[config.mk]
export PLATFORM = sky130hd
export DESIGN_NAME = sframe_rtp_frame_reassembly_top_flat
export DESIGN_NICKNAME = d
export VERILOG_FILES = /design/src/sv/sfr_pkg.sv /design/src/sv/sfr_ifs.sv /design/src/sv/sfr_front.sv /design/src/sv/sfr_queue.sv /design/src/sv/sfr_back.sv /design/src/sv/sframe_rtp_frame_reassembly_top.sv /design/src/flat_wrapper.sv
export SDC_FILE = /design/constraint.sdc
export NUM_CORES = 1
export LEC_CHECK = 0
export BUFFER_PORTS_ARGS = -buffer_cell sky130_fd_sc_hd__clkbuf_2
export CORE_ASPECT_RATIO = 1.1
export CORE_MARGIN = 1
export CORE_UTILIZATION = 30
export CTS_BUF_LIST = sky130_fd_sc_hd__clkbuf_4 sky130_fd_sc_hd__clkbuf_8 sky130_fd_sc_hd__clkbuf_16
export DETAILED_ROUTE_END_ITERATION = 10
export MAX_ROUTING_LAYER = met4
export PLACE_DENSITY = 0.51
export SETUP_SLACK_MARGIN = 0.5
export SLEW_MARGIN = 40
export SYNTH_ARGS = -nofsm -noshare
export SYNTH_HDL_FRONTEND = slang
export SYNTH_SLANG_ARGS = --single-unit
export TNS_END_PERCENT = 100
[constraint.sdc]
create_clock -name clk -period 5.2 [get_ports clk]
set_clock_uncertainty 0.05 [all_clocks]
set_input_delay 0.78 -clock clk [delete_from_list [all_inputs] [get_ports clk]]
set_output_delay 0.78 -clock clk [all_outputs]
set_load 0.01 [all_outputs]
[src/sv/sfr_pkg.sv]
// Shared types, codes and descriptor constants for the SFrame RTP reassembly block.
`timescale 1ns / 1ps

package sfr_pkg;

  // Descriptor bit masks, low 8 bits of the descriptor byte
  localparam logic [7:0] START_MASK  = 8'h80;
  localparam logic [7:0] END_MASK    = 8'h40;
  localparam logic [7:0] ORIGIN_MASK = 8'h20;

  localparam logic [16:0] MAX_FRAME_BYTES = 17'd65536;

  // Action codes
  localparam logic [1:0] ACT_DROP   = 2'd0;
  localparam logic [1:0] ACT_APPEND = 2'd1;
  localparam logic [1:0] ACT_EMIT   = 2'd2;
  localparam logic [1:0] ACT_PASS   = 2'd3;

  // Drop reasons
  localparam logic [2:0] RSN_NONE     = 3'd0;
  localparam logic [2:0] RSN_T_BIT    = 3'd1;
  localparam logic [2:0] RSN_RESERVED = 3'd2;
  localparam logic [2:0] RSN_NO_FRAME = 3'd3;
  localparam logic [2:0] RSN_TIMESTAMP = 3'd4;
  localparam logic [2:0] RSN_SEQUENCE = 3'd5;
  localparam logic [2:0] RSN_OVERSIZE = 3'd6;

  // Packet class decided by the front end
  localparam logic [1:0] KIND_PASS   = 2'd0;
  localparam logic [1:0] KIND_ORIGIN = 2'd1;
  localparam logic [1:0] KIND_RSVD   = 2'd2;
  localparam logic [1:0] KIND_MEDIA  = 2'd3;

  typedef struct packed {
    logic        is_control;
    logic [7:0]  descriptor;
    logic [31:0] rtp_timestamp;
    logic [15:0] seq_number;
    logic [6:0]  payload_type;
    logic [15:0] payload_length;
  } in_word_t;

  typedef struct packed {
    logic [1:0]  action;
    logic        flush_partial;
    logic [2:0]  drop_reason;
    logic [31:0] frame_timestamp;
    logic [6:0]  frame_payload_type;
    logic [16:0] frame_length;
  } out_word_t;

  typedef struct packed {
    logic [1:0]  kind;
    logic        is_start;
    logic        is_end;
    logic [31:0] rtp_timestamp;
    logic [15:0] seq_number;
    logic [6:0]  payload_type;
    logic [15:0] payload_length;
  } cmd_t;

endpackage

[src/sv/sfr_ifs.sv]
// Channel interfaces: packet input, result output and configuration write.
`timescale 1ns / 1ps

interface sfr_in_if;
  import sfr_pkg::*;
  logic     valid;
  logic     ready;
  in_word_t data;
  modport source (output valid, output data, input ready);
  modport sink (input valid, input data, output ready);
endinterface

interface sfr_out_if;
  import sfr_pkg::*;
  logic      valid;
  logic      ready;
  out_word_t data;
  modport source (output valid, output data, input ready);
  modport sink (input valid, input data, output ready);
endinterface

interface sfr_cfg_if;
  logic valid;
  logic ready;
  logic data;
  modport source (output valid, output data, input ready);
  modport sink (input valid, input data, output ready);
endinterface

[src/sv/sfr_front.sv]
// Front end: config register, packet accept and descriptor classification.
`timescale 1ns / 1ps

module sfr_front (
  input  logic          clk,
  input  logic          rst_n,
  sfr_in_if.sink        in_ch,
  sfr_cfg_if.sink       cfg_ch,
  output logic          push_valid,
  input  logic          push_ready,
  output sfr_pkg::cmd_t push_data
);
  import sfr_pkg::*;

  logic       sframe_on_r;
  logic [7:0] desc;

  always_ff @(posedge clk) begin
    if (!rst_n) begin
      sframe_on_r <= 1'b0;
    end else if (cfg_ch.valid) begin
      sframe_on_r <= cfg_ch.data;
    end
  end

  assign cfg_ch.ready = 1'b1;
  assign in_ch.ready  = push_ready;
  assign push_valid   = in_ch.valid;
  assign desc         = in_ch.data.descriptor;

  always_comb begin
    push_data.is_start       = (desc & START_MASK) != 8'h00;
    push_data.is_end         = (desc & END_MASK) != 8'h00;
    push_data.rtp_timestamp  = in_ch.data.rtp_timestamp;
    push_data.seq_number     = in_ch.data.seq_number;
    push_data.payload_type   = in_ch.data.payload_type;
    push_data.payload_length = in_ch.data.payload_length;
    priority if (!sframe_on_r || in_ch.data.is_control) begin
      push_data.kind = KIND_PASS;
    end else if ((desc & ORIGIN_MASK) != 8'h00) begin
      push_data.kind = KIND_ORIGIN;
    end else if ((desc & ~(START_MASK | END_MASK)) != 8'h00) begin
      push_data.kind = KIND_RSVD;
    end else begin
      push_data.kind = KIND_MEDIA;
    end
  end

endmodule

[src/sv/sfr_queue.sv]
// Short command queue between the front and back ends.
`timescale 1ns / 1ps

module sfr_queue #(
  parameter int DEPTH = 2
) (
  input  logic          clk,
  input  logic          rst_n,
  input  logic          push_valid,
  output logic          push_ready,
  input  sfr_pkg::cmd_t push_data,
  output logic          pop_valid,
  input  logic          pop_ready,
  output sfr_pkg::cmd_t pop_data
);
  import sfr_pkg::*;

  localparam int PTR_W = (DEPTH > 1) ? $clog2(DEPTH) : 1;
  localparam int CNT_W = $clog2(DEPTH + 1);
  localparam logic [PTR_W-1:0] LAST = PTR_W'(DEPTH - 1);
  localparam logic [CNT_W-1:0] FULL = CNT_W'(DEPTH);

  cmd_t             mem_r [DEPTH];
  logic [PTR_W-1:0] wr_ptr_r, rd_ptr_r;
  logic [CNT_W-1:0] count_r;
  logic             do_push, do_pop;

  assign push_ready = count_r != FULL;
  assign pop_valid  = count_r != '0;
  assign pop_data   = mem_r[rd_ptr_r];
  assign do_push    = push_valid && push_ready;
  assign do_pop     = pop_valid && pop_ready;

  always_ff @(posedge clk) begin
    if (do_push) begin
      mem_r[wr_ptr_r] <= push_data;
    end
  end

  always_ff @(posedge clk) begin
    if (!rst_n) begin
      wr_ptr_r <= '0;
      rd_ptr_r <= '0;
      count_r  <= '0;
    end else begin
      if (do_push) begin
        wr_ptr_r <= (wr_ptr_r == LAST) ? '0 : wr_ptr_r + 1'b1;
      end
      if (do_pop) begin
        rd_ptr_r <= (rd_ptr_r == LAST) ? '0 : rd_ptr_r + 1'b1;
      end
      if (do_push && !do_pop) begin
        count_r <= count_r + 1'b1;
      end else if (do_pop && !do_push) begin
        count_r <= count_r - 1'b1;
      end
    end
  end

`ifndef ASSERT_OFF
  a_count_bound: assert property (@(posedge clk) disable iff (!rst_n)
    count_r <= FULL)
    else $error("queue count beyond depth");
`endif

endmodule

[src/sv/sfr_back.sv]
// Back end: frame state, drop/append/emit/pass decision and output register.
`timescale 1ns / 1ps

module sfr_back (
  input  logic          clk,
  input  logic          rst_n,
  input  logic          q_valid,
  output logic          q_ready,
  input  sfr_pkg::cmd_t q_data,
  sfr_out_if.source     out_ch
);
  import sfr_pkg::*;

  logic [16:0] part_len_r, part_len_nxt;
  logic [31:0] held_ts_r, held_ts_nxt;
  logic [6:0]  held_pt_r, held_pt_nxt;
  logic [15:0] exp_seq_r, exp_seq_nxt;
  logic        out_valid_r;
  out_word_t   out_data_r;
  out_word_t   res;
  logic        pop;
  logic        has_part;
  logic [16:0] base_len;
  logic [17:0] sum_len;

  assign pop      = q_valid && (!out_valid_r || out_ch.ready);
  assign q_ready  = !out_valid_r || out_ch.ready;
  assign has_part = part_len_r != '0;
  assign base_len = q_data.is_start ? 17'd0 : part_len_r;
  assign sum_len  = {1'b0, base_len} + {2'b00, q_data.payload_length};

  always_comb begin
    part_len_nxt = part_len_r;
    held_ts_nxt  = held_ts_r;
    held_pt_nxt  = held_pt_r;
    exp_seq_nxt  = exp_seq_r;
    res          = '0;
    res.action   = ACT_PASS;
    unique case (q_data.kind)
      KIND_PASS: begin
      end
      KIND_ORIGIN: begin
        res.action        = ACT_DROP;
        res.flush_partial = has_part;
        res.drop_reason   = RSN_T_BIT;
        part_len_nxt      = '0;
      end
      KIND_RSVD: begin
        res.action        = ACT_DROP;
        res.flush_partial = has_part;
        res.drop_reason   = RSN_RESERVED;
        part_len_nxt      = '0;
      end
      KIND_MEDIA: begin
        priority if (!q_data.is_start && !has_part) begin
          res.action      = ACT_DROP;
          res.drop_reason = RSN_NO_FRAME;
        end else if (!q_data.is_start && q_data.rtp_timestamp != held_ts_r) begin
          res.action        = ACT_DROP;
          res.flush_partial = 1'b1;
          res.drop_reason   = RSN_TIMESTAMP;
          part_len_nxt      = '0;
        end else if (!q_data.is_start && q_data.seq_number != exp_seq_r) begin
          res.action        = ACT_DROP;
          res.flush_partial = 1'b1;
          res.drop_reason   = RSN_SEQUENCE;
          part_len_nxt      = '0;
        end else begin
          exp_seq_nxt = q_data.seq_number + 16'd1;
          if (q_data.is_start) begin
            held_ts_nxt = q_data.rtp_timestamp;
            held_pt_nxt = q_data.payload_type;
          end
          // a start throws away the old frame; a continuation extends it
          res.flush_partial = q_data.is_start && has_part;
          priority if (sum_len > {1'b0, MAX_FRAME_BYTES}) begin
            res.action        = ACT_DROP;
            res.flush_partial = has_part;
            res.drop_reason   = RSN_OVERSIZE;
            part_len_nxt      = '0;
          end else if (!q_data.is_end) begin
            res.action   = ACT_APPEND;
            part_len_nxt = sum_len[16:0];
          end else begin
            res.action             = ACT_EMIT;
            res.frame_timestamp    = held_ts_nxt;
            res.frame_payload_type = held_pt_nxt;
            res.frame_length       = sum_len[16:0];
            part_len_nxt           = '0;
          end
        end
      end
      default: begin
      end
    endcase
  end

  always_ff @(posedge clk) begin
    if (!rst_n) begin
      part_len_r  <= '0;
      held_ts_r   <= '0;
      held_pt_r   <= '0;
      exp_seq_r   <= '0;
      out_valid_r <= 1'b0;
    end else begin
      if (pop) begin
        part_len_r  <= part_len_nxt;
        held_ts_r   <= held_ts_nxt;
        held_pt_r   <= held_pt_nxt;
        exp_seq_r   <= exp_seq_nxt;
        out_valid_r <= 1'b1;
      end else if (out_ch.ready) begin
        out_valid_r <= 1'b0;
      end
    end
  end

  always_ff @(posedge clk) begin
    if (pop) begin
      out_data_r <= res;
    end
  end

  assign out_ch.valid = out_valid_r;
  assign out_ch.data  = out_data_r;

`ifndef ASSERT_OFF
  a_len_bound: assert property (@(posedge clk) disable iff (!rst_n)
    part_len_r <= MAX_FRAME_BYTES)
    else $error("partial length beyond frame limit");

  a_drop_reason: assert property (@(posedge clk) disable iff (!rst_n)
    out_valid_r |->
      ((out_data_r.action == ACT_DROP) == (out_data_r.drop_reason != RSN_NONE)))
    else $error("drop reason does not match action");

  a_frame_closed: assert property (@(posedge clk) disable iff (!rst_n)
    (pop && res.action != ACT_APPEND && res.action != ACT_PASS) |=> part_len_r == '0)
    else $error("frame still open after drop or emit");
`endif

endmodule

[src/sv/sframe_rtp_frame_reassembly_top.sv]
// Top level of the SFrame RTP frame reassembly control block.
// A word accepted on in_ch passes through the command queue and the output register.
// Throughput: one word per cycle while out_ch does not stall.
// The command queue (QUEUE_DEPTH entries) lets the input and output sides stall apart.
// Reset (rst_n low, synchronous) clears sframe_on, the frame state and all valids.
`timescale 1ns / 1ps

module sframe_rtp_frame_reassembly_top #(
  parameter int QUEUE_DEPTH = 2
) (
  input  logic       clk,
  input  logic       rst_n,
  sfr_in_if.sink     in_ch,
  sfr_cfg_if.sink    cfg_ch,
  sfr_out_if.source  out_ch
);
  import sfr_pkg::*;

  logic push_valid, push_ready;
  cmd_t push_data;
  logic q_valid, q_ready;
  cmd_t q_data;

  sfr_front u_front (
    .clk        (clk),
    .rst_n      (rst_n),
    .in_ch      (in_ch),
    .cfg_ch     (cfg_ch),
    .push_valid (push_valid),
    .push_ready (push_ready),
    .push_data  (push_data)
  );

  sfr_queue #(
    .DEPTH (QUEUE_DEPTH)
  ) u_queue (
    .clk        (clk),
    .rst_n      (rst_n),
    .push_valid (push_valid),
    .push_ready (push_ready),
    .push_data  (push_data),
    .pop_valid  (q_valid),
    .pop_ready  (q_ready),
    .pop_data   (q_data)
  );

  sfr_back u_back (
    .clk     (clk),
    .rst_n   (rst_n),
    .q_valid (q_valid),
    .q_ready (q_ready),
    .q_data  (q_data),
    .out_ch  (out_ch)
  );

endmodule
[src/flat_wrapper.sv]
// flat-port wrapper written by rule: the top's interface ports become plain ports
module sframe_rtp_frame_reassembly_top_flat import sfr_pkg::*;
#(
  parameter int QUEUE_DEPTH = 2
)
  (clk, rst_n, in_ch_valid, in_ch_data, in_ch_ready, cfg_ch_valid, cfg_ch_data, cfg_ch_ready, out_ch_valid, out_ch_data, out_ch_ready);
  sfr_in_if in_ch_i ();
  sfr_cfg_if cfg_ch_i ();
  sfr_out_if out_ch_i ();
  input  logic clk;
  input  logic rst_n;
  input wire logic [$bits(in_ch_i.valid)-1:0] in_ch_valid;
  input wire logic [$bits(in_ch_i.data)-1:0] in_ch_data;
  output wire logic [$bits(in_ch_i.ready)-1:0] in_ch_ready;
  input wire logic [$bits(cfg_ch_i.valid)-1:0] cfg_ch_valid;
  input wire logic [$bits(cfg_ch_i.data)-1:0] cfg_ch_data;
  output wire logic [$bits(cfg_ch_i.ready)-1:0] cfg_ch_ready;
  output wire logic [$bits(out_ch_i.valid)-1:0] out_ch_valid;
  output wire logic [$bits(out_ch_i.data)-1:0] out_ch_data;
  input wire logic [$bits(out_ch_i.ready)-1:0] out_ch_ready;
  assign in_ch_i.valid = in_ch_valid;
  assign in_ch_i.data = in_ch_data;
  assign in_ch_ready = in_ch_i.ready;
  assign cfg_ch_i.valid = cfg_ch_valid;
  assign cfg_ch_i.data = cfg_ch_data;
  assign cfg_ch_ready = cfg_ch_i.ready;
  assign out_ch_valid = out_ch_i.valid;
  assign out_ch_data = out_ch_i.data;
  assign out_ch_i.ready = out_ch_ready;
  sframe_rtp_frame_reassembly_top #(.QUEUE_DEPTH(QUEUE_DEPTH)) u_core (.clk(clk), .rst_n(rst_n), .in_ch(in_ch_i), .cfg_ch(cfg_ch_i), .out_ch(out_ch_i));
endmodule
==> flow_summary.yaml, run 1 <==
yosys:
  ys.flop_type: "edfxtp_1"
  synth_top_cells_by_area: "edfxtp_1 48%, dfxtp_1 12%, mux2i_1 4.6%, xnor2_1 4.4%, o211a_1 2.9%"
  netlist_instances: 1032
  avgSynthCellArea_sq_um: 12.9
  async_reset_ff_frac: 0
  synthMostInstantiatedCell: "edfxtp_1"
  synth_seq_area_share: 0.598
  synth_top_area_share: 0.479
  synth_seq_cells: 291
  yosys_warnings: 0
  netlist.top_cell.by_area: "edfxtp_1"
  synth_cell_types: 69
  synth_area_sq_um: 13300
  synth_common_cells: "212 x edfxtp_1, 79 x dfxtp_1, 74 x nand2_1"
  synthesis.nets: 1141
  synth_edf_count: 212
cells_and_area:
  fillers: 4281
  area_growth_pct: 19.4
  multiInputGateArea_sq_um: 5050
  seq_area_sq_um: 7950
  finish.utilization: 0.364
  drive_above_1_share: 0.253
  nets: 1281
power:
  power_leakage_uw: 0.00618
  p_per_area_nw_per_um2: 493
  max-vdd-ir-drop_v: 0.000263
setup_path:
  endpoint: "u_core.u_back.out_ch.data[10]$_SDFFCE_PP0P_"
  worst-r2r-setup-slack_ns: 0.87
  crit_cells: 12
  cp_cell_sequence: "mux2i_4 -> and2_1 -> ha_1 -> a211oi_1 -> o21bai_1 -> xnor2_1 -> and4_1 -> nand4b_1 -> and4bb_1 -> a31oi_4 -> buf_4 -> nor3_1"
  critPathMaxFanout: 20
  worstPathRequired_ns: 5.47
  critical-path-top-delay-family: "simple AND/OR/NAND/NOR gates"
  end_kind: "register"
  ff2ff_path_depth: 12
  cp.buffers_inverters: 1
  crit_path_max_incr_delay_ns: 0.57
  r2r-end: "u_core.u_back.out_ch.data[10]$_SDFFCE_PP0P_"
  critPathKind: "reg2reg"
  cp_slowest_cell: "mux2i_4"
  start_kind: "register"
  crit_arrival_ns: 4.60
clock_network:
  path_clk_slew_ns: 0.06
  ctsResizeCount: 0
  cts_setup_buffers: 0
  htree_levels: 2
  clk_path_buf_depth: 3
  cts_buffers: 36
  cts_hold_buf: 0
  clkSinkCount: 291
  clockRootBuffer: "clkbuf_16"
  cts_tree: "yes"
  worstSkewPairLatency_ns: 0.54
global_routing:
  grt_overflow: 0
  grt_pass1_wl_microns: 51400
  grt_max_degree: 79
  gr-usage-all-layers: 0.154
  antenna_found_initial: 1
  grt_pass1_vias: 8614
outcome:
  status: "finished clean"
sta:
  rsz0062_at_grt: "false"
  setup_violations: 0
  period_share: 0.833
  period_needed_ns: 4.33
  max_freq_mhz: 231
  maxSlewHeadroom: 0.458
  hold_viol_final: 0
  setup_tns_ns: 0
  hold_ws_ns: 0.379
  worst_pin_slew_ns: 0.812
  slew_viol_final: 0
  fin_ws_ns: 0.870
floorplan:
  dieWidth_microns: 203
  initial_core_util: 0.305
  dieArea_sq_um: 45100
  die_h_microns: 223
  boundaryPins: 151
  core_area_sq_um: 43500
  row_count: 80
route:
  routed_wl_microns: 33200
  wire_per_inst_microns: 18.7
  drc: 0
  ant_nets: 0
  firstDrtPassIters: 5
  vias: 8540
  drt_iter0_markers: 547
  via_per_inst: 4.81
run:
  max_cap_violations: 0
place:
  numPortBuffers: 149
  place_hpwl_microns: 21500
  routabilityCongestion: 0.830
  dpl_worst_slack_ns: 0.802
worst_hold_path:
  hold_path.class: "in2reg"
-- cells in the final DEF (no fill, tap or decap), types with 12 or more instances in the layout --
cell         n
clkbuf_2   148
buf_4       12
mux2i_1     60
nor4_1      16
nor2b_1     22
edfxtp_1   212
ha_1        23
o41ai_2     17
nor3_1      51
and2_1      22
a21oi_1     59
o211a_1     39
clkbuf_16   37
nor2_1      60
mux2_2      17
xnor2_1     66
dfxtp_1     78
nand2_1     73
-- metal layers --
metal	up-vias	routed length, microns	global-route usage
met5	-	0	-
met4	0	880	0.0538
met3	56	1800	0.0257
met2	245	15200	0.235
met1	4115	15300	0.205
li1	4124	-	-
-- final cells by class --
class / count / share of cell area
multi-input combinational: 669 / 0.318
sequential: 291 / 0.501
antenna: 2 / 0.000315
clock buffer: 44 / 0.0621
inverter: 8 / 0.00189
timing repair buffer: 166 / 0.0573
clock inverter: 22 / 0.0139
tap: 574 / 0.0453
-- flip-flops by register name (all words and copies together) (netlist names), named ones only --
| register | count |
|---|---|
| u_core.u_back.exp_seq_r | 16 |
| u_core.u_back.held_pt_r | 7 |
| u_core.u_back.held_ts_r | 32 |
| u_core.u_back.out_ch.data | 62 |
| u_core.u_back.out_ch.valid | 1 |
| u_core.u_back.part_len_r | 17 |
| u_core.u_front.sframe_on_r | 1 |
| u_core.u_queue.count_r | 2 |
| u_core.u_queue.mem_r | 150 |
| u_core.u_queue.rd_ptr_r | 1 |
| u_core.u_queue.wr_ptr_r | 1 |
-- worst min path at each step --
stage / start / endpoint / cells after the start
6_report: in_ch_data[10] / u_core.u_queue.mem_r[1][10]$_DFFE_PP_ / 1
5_1_grt: in_ch_data[37] / u_core.u_queue.mem_r[0][37]$_DFFE_PP_ / 1
4_1_cts: in_ch_data[41] / u_core.u_queue.mem_r[0][41]$_DFFE_PP_ / 1
3_5_place_dp: u_core.u_back.part_len_r[12]$_SDFFE_PN0P_ / u_core.u_back.part_len_r[12]$_SDFFE_PN0P_ / 2
3_3_place_gp: u_core.u_back.part_len_r[10]$_SDFFE_PN0P_ / u_core.u_back.part_len_r[10]$_SDFFE_PN0P_ / 2
2_1_floorplan: u_core.u_back.part_len_r[13]$_SDFFE_PN0P_ / u_core.u_back.part_len_r[13]$_SDFFE_PN0P_ / 2
-- power by group --
group | total, uW | switching [uW] | leakage [uW] | internal [uW]
combinational | 2020 | 1270 | 0.00293 | 756
sequential | 3260 | 230 | 0.00265 | 3030
clock | 2540 | 986 | 0.000598 | 1550
-- kinds of logic (layout without fill, tap and decap cells) --
kind of cell,Yosys count,after routing,synth area share
AO/OA/AOI/OAI,176,176,0.109
XOR/XNOR,77,77,0.0508
adder cells (fa/ha/maj),23,23,0.0217
buffers and inverters,72,240,0.0268
flip-flops,291,291,0.598
multiplexers,92,92,0.0782
other,1,3,0.000282
AND/OR/NAND/NOR,300,300,0.115
-- per-stage QoR --
stage | instance area, sq um | total power [uW] | instances
final | 15900 | 7820 | 1776
after global routing | 15900 | 8220 | 1775
after CTS | 15800 | 7940 | 1773
after detailed placement | 14600 | 5350 | 1707
after global placement | 14600 | 5330 | 1707
after floorplan | 13300 | 4620 | 1032
Power figures use the tool's default switching activity.
==> inputs of run 2 (changes only) <==
- PLACE_DENSITY: 0.51 -> 0.5
- clock period: 5.2 -> 4.03 ns (I/O delays scaled with it)
==> run 2 against run 1 <==
Power grew 35%. Critical path type unchanged. Global-route usage rose by 0.20 points. Sequential power grew 30%. Utilization is 2.4 points higher. Combinational power is 49% higher.
==> flow_summary.yaml, run 2 (synthesis results as in run 1) <==
outcome:
  status: "finished clean"
route:
  drc: 0
  firstDrtPassIters: 4
  ant_nets: 0
  via_per_inst: 4.78
  routed_wl_microns: 34900
  drt_iter0_markers: 434
  wire_per_inst_microns: 19.1
  vias: 8729
sta:
  rsz0062_at_grt: "true"
  period_needed_ns: 3.64
  max_freq_mhz: 275
  maxSlewHeadroom: 0.485
  worst_pin_slew_ns: 0.773
  hold_viol_final: 0
  setup_violations: 0
  fin_ws_ns: 0.390
  slew_viol_final: 0
  period_share: 0.903
  setup_tns_ns: 0
global_routing:
  grt_pass1_vias: 8700
  grt_overflow: 0
  grt_pass1_wl_microns: 51900
  gr-usage-all-layers: 0.156
  grt_max_degree: 79
  antenna_found_initial: 2
floorplan:
  core_area_sq_um: 43500
  boundaryPins: 151
  dieWidth_microns: 203
  row_count: 80
  die_h_microns: 223
  initial_core_util: 0.305
  dieArea_sq_um: 45100
place:
  place_inst: 1733
  dpl_worst_slack_ns: 0.101
  numPortBuffers: 149
  place_hpwl_microns: 22500
  routabilityCongestion: 0.822
cells_and_area:
  regMostFlops: "u_core.u_queue.mem_r"
  drive_above_1_share: 0.331
  final_cell_mix: "212 x edfxtp_1, 148 x clkbuf_2, 78 x dfxtp_1"
  final_common_cell: "edfxtp_1"
  largest_register_ffs: 150
  finalNonFillerCells: 1826
  area_growth_pct: 27.4
  nets: 1332
setup_path:
  start_kind: "register"
  worstPathRequired_ns: 4.41
  cp_cell_sequence: "mux2i_4 -> buf_12 -> and2_1 -> ha_4 -> a21oi_2 -> o21ai_4 -> a2111o_1 -> nand4_1 -> nand4b_1 -> and4bb_2 -> a31oi_4 -> buf_12 -> clkbuf_16 -> o41ai_2"
  crit_arrival_ns: 4.02
  crit_path_frequent_cell: "buf_12"
  cp.buffers_inverters: 3
  cp_slowest_cell: "dfxtp_4"
  critical-path-top-delay-family: "compound AO/OA/AOI/OAI gates"
  end_kind: "register"
  critPathMaxFanout: 14
  crit_path_max_incr_delay_ns: 0.41
  critPathKind: "reg2reg"
clock_network:
  cts_buffers: 35
  clkSinkCount: 291
  cts_hold_buf: 0
  clk_path_buf_depth: 3
  worstSkewPairLatency_ns: 0.54
  htree_levels: 2
  clockRootBuffer: "clkbuf_16"
  cts_tree: "yes"
  path_clk_slew_ns: 0.06
worst_hold_path:
  hold_path.startpoint: "in_ch_data[47]"
  hold_path.class: "in2reg"
power:
  max-vdd-ir-drop_v: 0.000461
  power_leakage_uw: 0.00657
  p_per_area_nw_per_um2: 623
run:
  max_cap_violations: 0
[run 2: cell count changes in the layout (fill, tap and decap cells not counted), moves of 4 or more]
cell | previous run | this run
and2_1 | 22 | 17
and2_4 | 0 | 5
buf_12 | 2 | 6
buf_16 | 0 | 4
buf_4 | 12 | 48
clkbuf_4 | 6 | 10
clkinv_2 | 9 | 2
ha_1 | 23 | 12
ha_4 | 0 | 8
mux2i_1 | 60 | 50
mux2i_2 | 9 | 15
mux2i_4 | 6 | 10
nor3_1 | 51 | 40
nor3_2 | 11 | 22
[run 2: report_power, final]
| part | switching [uW] | internal [uW] |
|---|---|---|
| Combinational | 1770 | 1240 |
| Sequential | 316 | 3910 |
| Clock | 1250 | 2070 |
| Total | 3330 | 7220 |
[run 2: metrics by stage]
step	util	total power, uW	hold slack (ns)	cell area [sq um]
after floorplan	-	6090	0.391	13600
after global placement	0.346	7090	0.419	15000
after detailed placement	0.346	7090	0.426	15100
after CTS	0.379	10600	0.161	16500
after global routing	0.389	11100	0.183	16900
final	0.389	10600	0.197	16900
[run 2: worst paths after layout]
path	to	slack, ns	depth (start not counted)
max reg2reg	u_core.u_back.part_len_r[2]$_SDFFE_PN0P_	0.39	14
max	u_core.u_back.part_len_r[2]$_SDFFE_PN0P_	0.39	14
min reg2reg	u_core.u_back.part_len_r[5]$_SDFFE_PN0P_	0.44	2
min	u_core.u_queue.mem_r[1][47]$_DFFE_PP_	0.20	1
[run 2: what timing repair did]
action / CTS / global route
endpoints found under the setup margin: 94 / 94
cloned: 1 / 5
buffers inserted: 10 / 11
resized for setup: 20 / 41
hold endpoints to repair: 0 / 0
pin swaps: 6 / 19
[run 2: final cells by class]
class	count	area (sq um)
fill	4159	26600
sequential	291	7950
multi-input combinational	669	5480
timing repair buffer	218	1530
clock buffer	49	1010
tap	574	718
clock inverter	15	213
inverter	8	30.0
antenna	2	5.00
[run 2: per-layer routing]
| layer | GRT usage | part of all wire | vias up |
|---|---|---|---|
| li1 | - | - | 4238 |
| met4 | 0.0565 | 0.028 | 0 |
| met1 | 0.204 | 0.46 | 4261 |
| met5 | - | 0 | - |
| met2 | 0.241 | 0.47 | 177 |
| met3 | 0.0264 | 0.041 | 53 |
==> inputs of run 3 (changes only) <==
==> constraint.sdc (replaced) <==
create_clock -name clk -period 4.03 [get_ports clk]
set_clock_uncertainty 0.05 [all_clocks]
set_input_delay 0.806 -clock clk [delete_from_list [all_inputs] [get_ports clk]]
set_output_delay 0.806 -clock clk [all_outputs]
set_load 0.01 [all_outputs]
==> run 3 against run 2 <==
Via count up 3.0%. Flip-flop and latch count unchanged. Final area up 2.4%. First-iteration DRC count up 33%. Worst hold slack better by 0.22 ns. Largest power group unchanged.
==> flow_summary.yaml, run 3 (synthesis results as in run 1) <==
cells_and_area:
  largest_register_ffs: 150
  finalNonFillerCells: 1851
  final_cell_mix: "212 x edfxtp_1, 148 x clkbuf_2, 78 x dfxtp_1"
  drive_above_1_share: 0.371
  area_growth_pct: 30.5
  regMostFlops: "u_core.u_queue.mem_r"
  nets: 1358
  final_common_cell: "edfxtp_1"
floorplan:
  row_count: 80
  boundaryPins: 151
  dieWidth_microns: 203
  die_h_microns: 223
  initial_core_util: 0.305
  core_area_sq_um: 43500
  dieArea_sq_um: 45100
clock_network:
  path_clk_slew_ns: 0.06
  htree_levels: 2
  cts_hold_buf: 0
  worstSkewPairLatency_ns: 0.52
  clk_path_buf_depth: 3
  cts_tree: "yes"
  clkSinkCount: 291
  cts_buffers: 35
  clockRootBuffer: "clkbuf_16"
route:
  ant_nets: 0
  drc: 0
  routed_wl_microns: 35600
  drt_iter0_markers: 576
  wire_per_inst_microns: 19.2
  firstDrtPassIters: 5
  via_per_inst: 4.86
  vias: 8990
sta:
  maxSlewHeadroom: 0.483
  hold_viol_final: 0
  slew_viol_final: 0
  setup_tns_ns: 0
  period_share: 0.912
  rsz0062_at_grt: "true"
  max_freq_mhz: 272
  worst_pin_slew_ns: 0.775
  period_needed_ns: 3.68
  setup_violations: 0
global_routing:
  grt_pass1_vias: 9088
  antenna_found_initial: 2
  gr-usage-all-layers: 0.161
  grt_pass1_wl_microns: 53600
  grt_max_degree: 79
  grt_overflow: 0
setup_path:
  crit_arrival_ns: 4.06
  critical-path-top-delay-family: "buffers and inverters"
  worstPathRequired_ns: 4.41
  ff2ff_path_depth: 17
  crit_path_frequent_cell: "buf_4"
  cp_slowest_cell: "dfxtp_4"
  start_kind: "register"
  crit_cells: 17
  critPathKind: "reg2reg"
  cp_cell_sequence: "bufbuf_16 -> mux2_2 -> ha_4 -> nand2_2 -> o21ai_4 -> a2111o_1 -> nand4_1 -> buf_4 -> buf_4 -> buf_4 -> buf_4 -> buf_4 -> buf_4 -> buf_4 -> buf_4 -> buf_4 -> o41ai_2"
  critPathMaxFanout: 7
  crit_path_max_incr_delay_ns: 0.39
  cp.buffers_inverters: 10
  end_kind: "register"
worst_hold_path:
  hold_path.startpoint: "in_ch_data[67]"
  holdPathStages: 1
  hold_path.class: "in2reg"
place:
  place_inst: 1731
  numPortBuffers: 149
  routabilityCongestion: 0.869
  place_hpwl_microns: 22500
outcome:
  status: "finished clean"
run:
  max_cap_violations: 0
power:
  total_power_uw: 10600
  power_leakage_uw: 0.00672
  p_per_area_nw_per_um2: 611
  max-vdd-ir-drop_v: 0.000385
==> run 3: cell count changes in the layout (fill, tap and decap cells not counted), moves of 4 or more <==
cell | before | now
buf_4 | 48 | 69
bufinv_16 | 5 | 1
clkinv_1 | 3 | 7
nor3_2 | 22 | 38
ha_4 | 8 | 14
clkinv_2 | 2 | 8
nor3_1 | 40 | 22
buf_6 | 4 | 9
==> run 3: per-layer routing <==
metal	share of wire	wire length, microns	track usage	up-vias
met5	0	0	-	-
met2	0.47	16700	0.253	203
met4	0.022	798	0.0524	0
li1	-	-	-	4290
met3	0.049	1760	0.0267	62
met1	0.46	16300	0.212	4435
==> run 3: final cells by class <==
class,count,area (sq um)
well taps,574,718
diodes,2,5.00
clock inverters,18,115
multi-input cells,669,5750
inverters,8,30.0
clock buffers,45,992
flip-flops and latches,291,7950
fillers,4176,26200
repair buffers,244,1770
==> run 3: what timing repair did <==
item,4_1_cts,5_1_grt
resized for setup,51,61
cloned,4,1
setup endpoints to repair,94,94
setup buffers,27,23
pin swaps,8,18
==> run 3: worst paths after layout <==
check                                                    to  slack, ns
hold reg to reg   u_core.u_back.part_len_r[12]$_SDFFE_PN0P_       0.43
setup / recovery   u_core.u_back.part_len_r[9]$_SDFFE_PN0P_       0.35
setup reg to reg   u_core.u_back.part_len_r[9]$_SDFFE_PN0P_       0.35
hold / removal        u_core.u_queue.mem_r[0][67]$_DFFE_PP_       0.41
==> run 3: power breakdown <==
part / leakage, uW / switching, uW / total [uW] / internal, uW
registers: 0.00265 / 309 / 4220 / 3910
clock network: 0.000558 / 1250 / 3060 / 1810
logic: 0.00351 / 1880 / 3310 / 1440
==> run 3: per-stage QoR <==
step	util	cell area (sq um)	setup WS, ns	hold slack [ns]
6_report	0.398	17300	0.353	0.414
4_1_cts	0.385	16800	0.418	0.372
3_5_place_dp	0.346	15000	0.131	0.419
5_1_grt	0.398	17300	0.228	0.388
3_3_place_gp	0.345	15000	0.0916	0.419
2_1_floorplan	-	13600	0.179	0.391
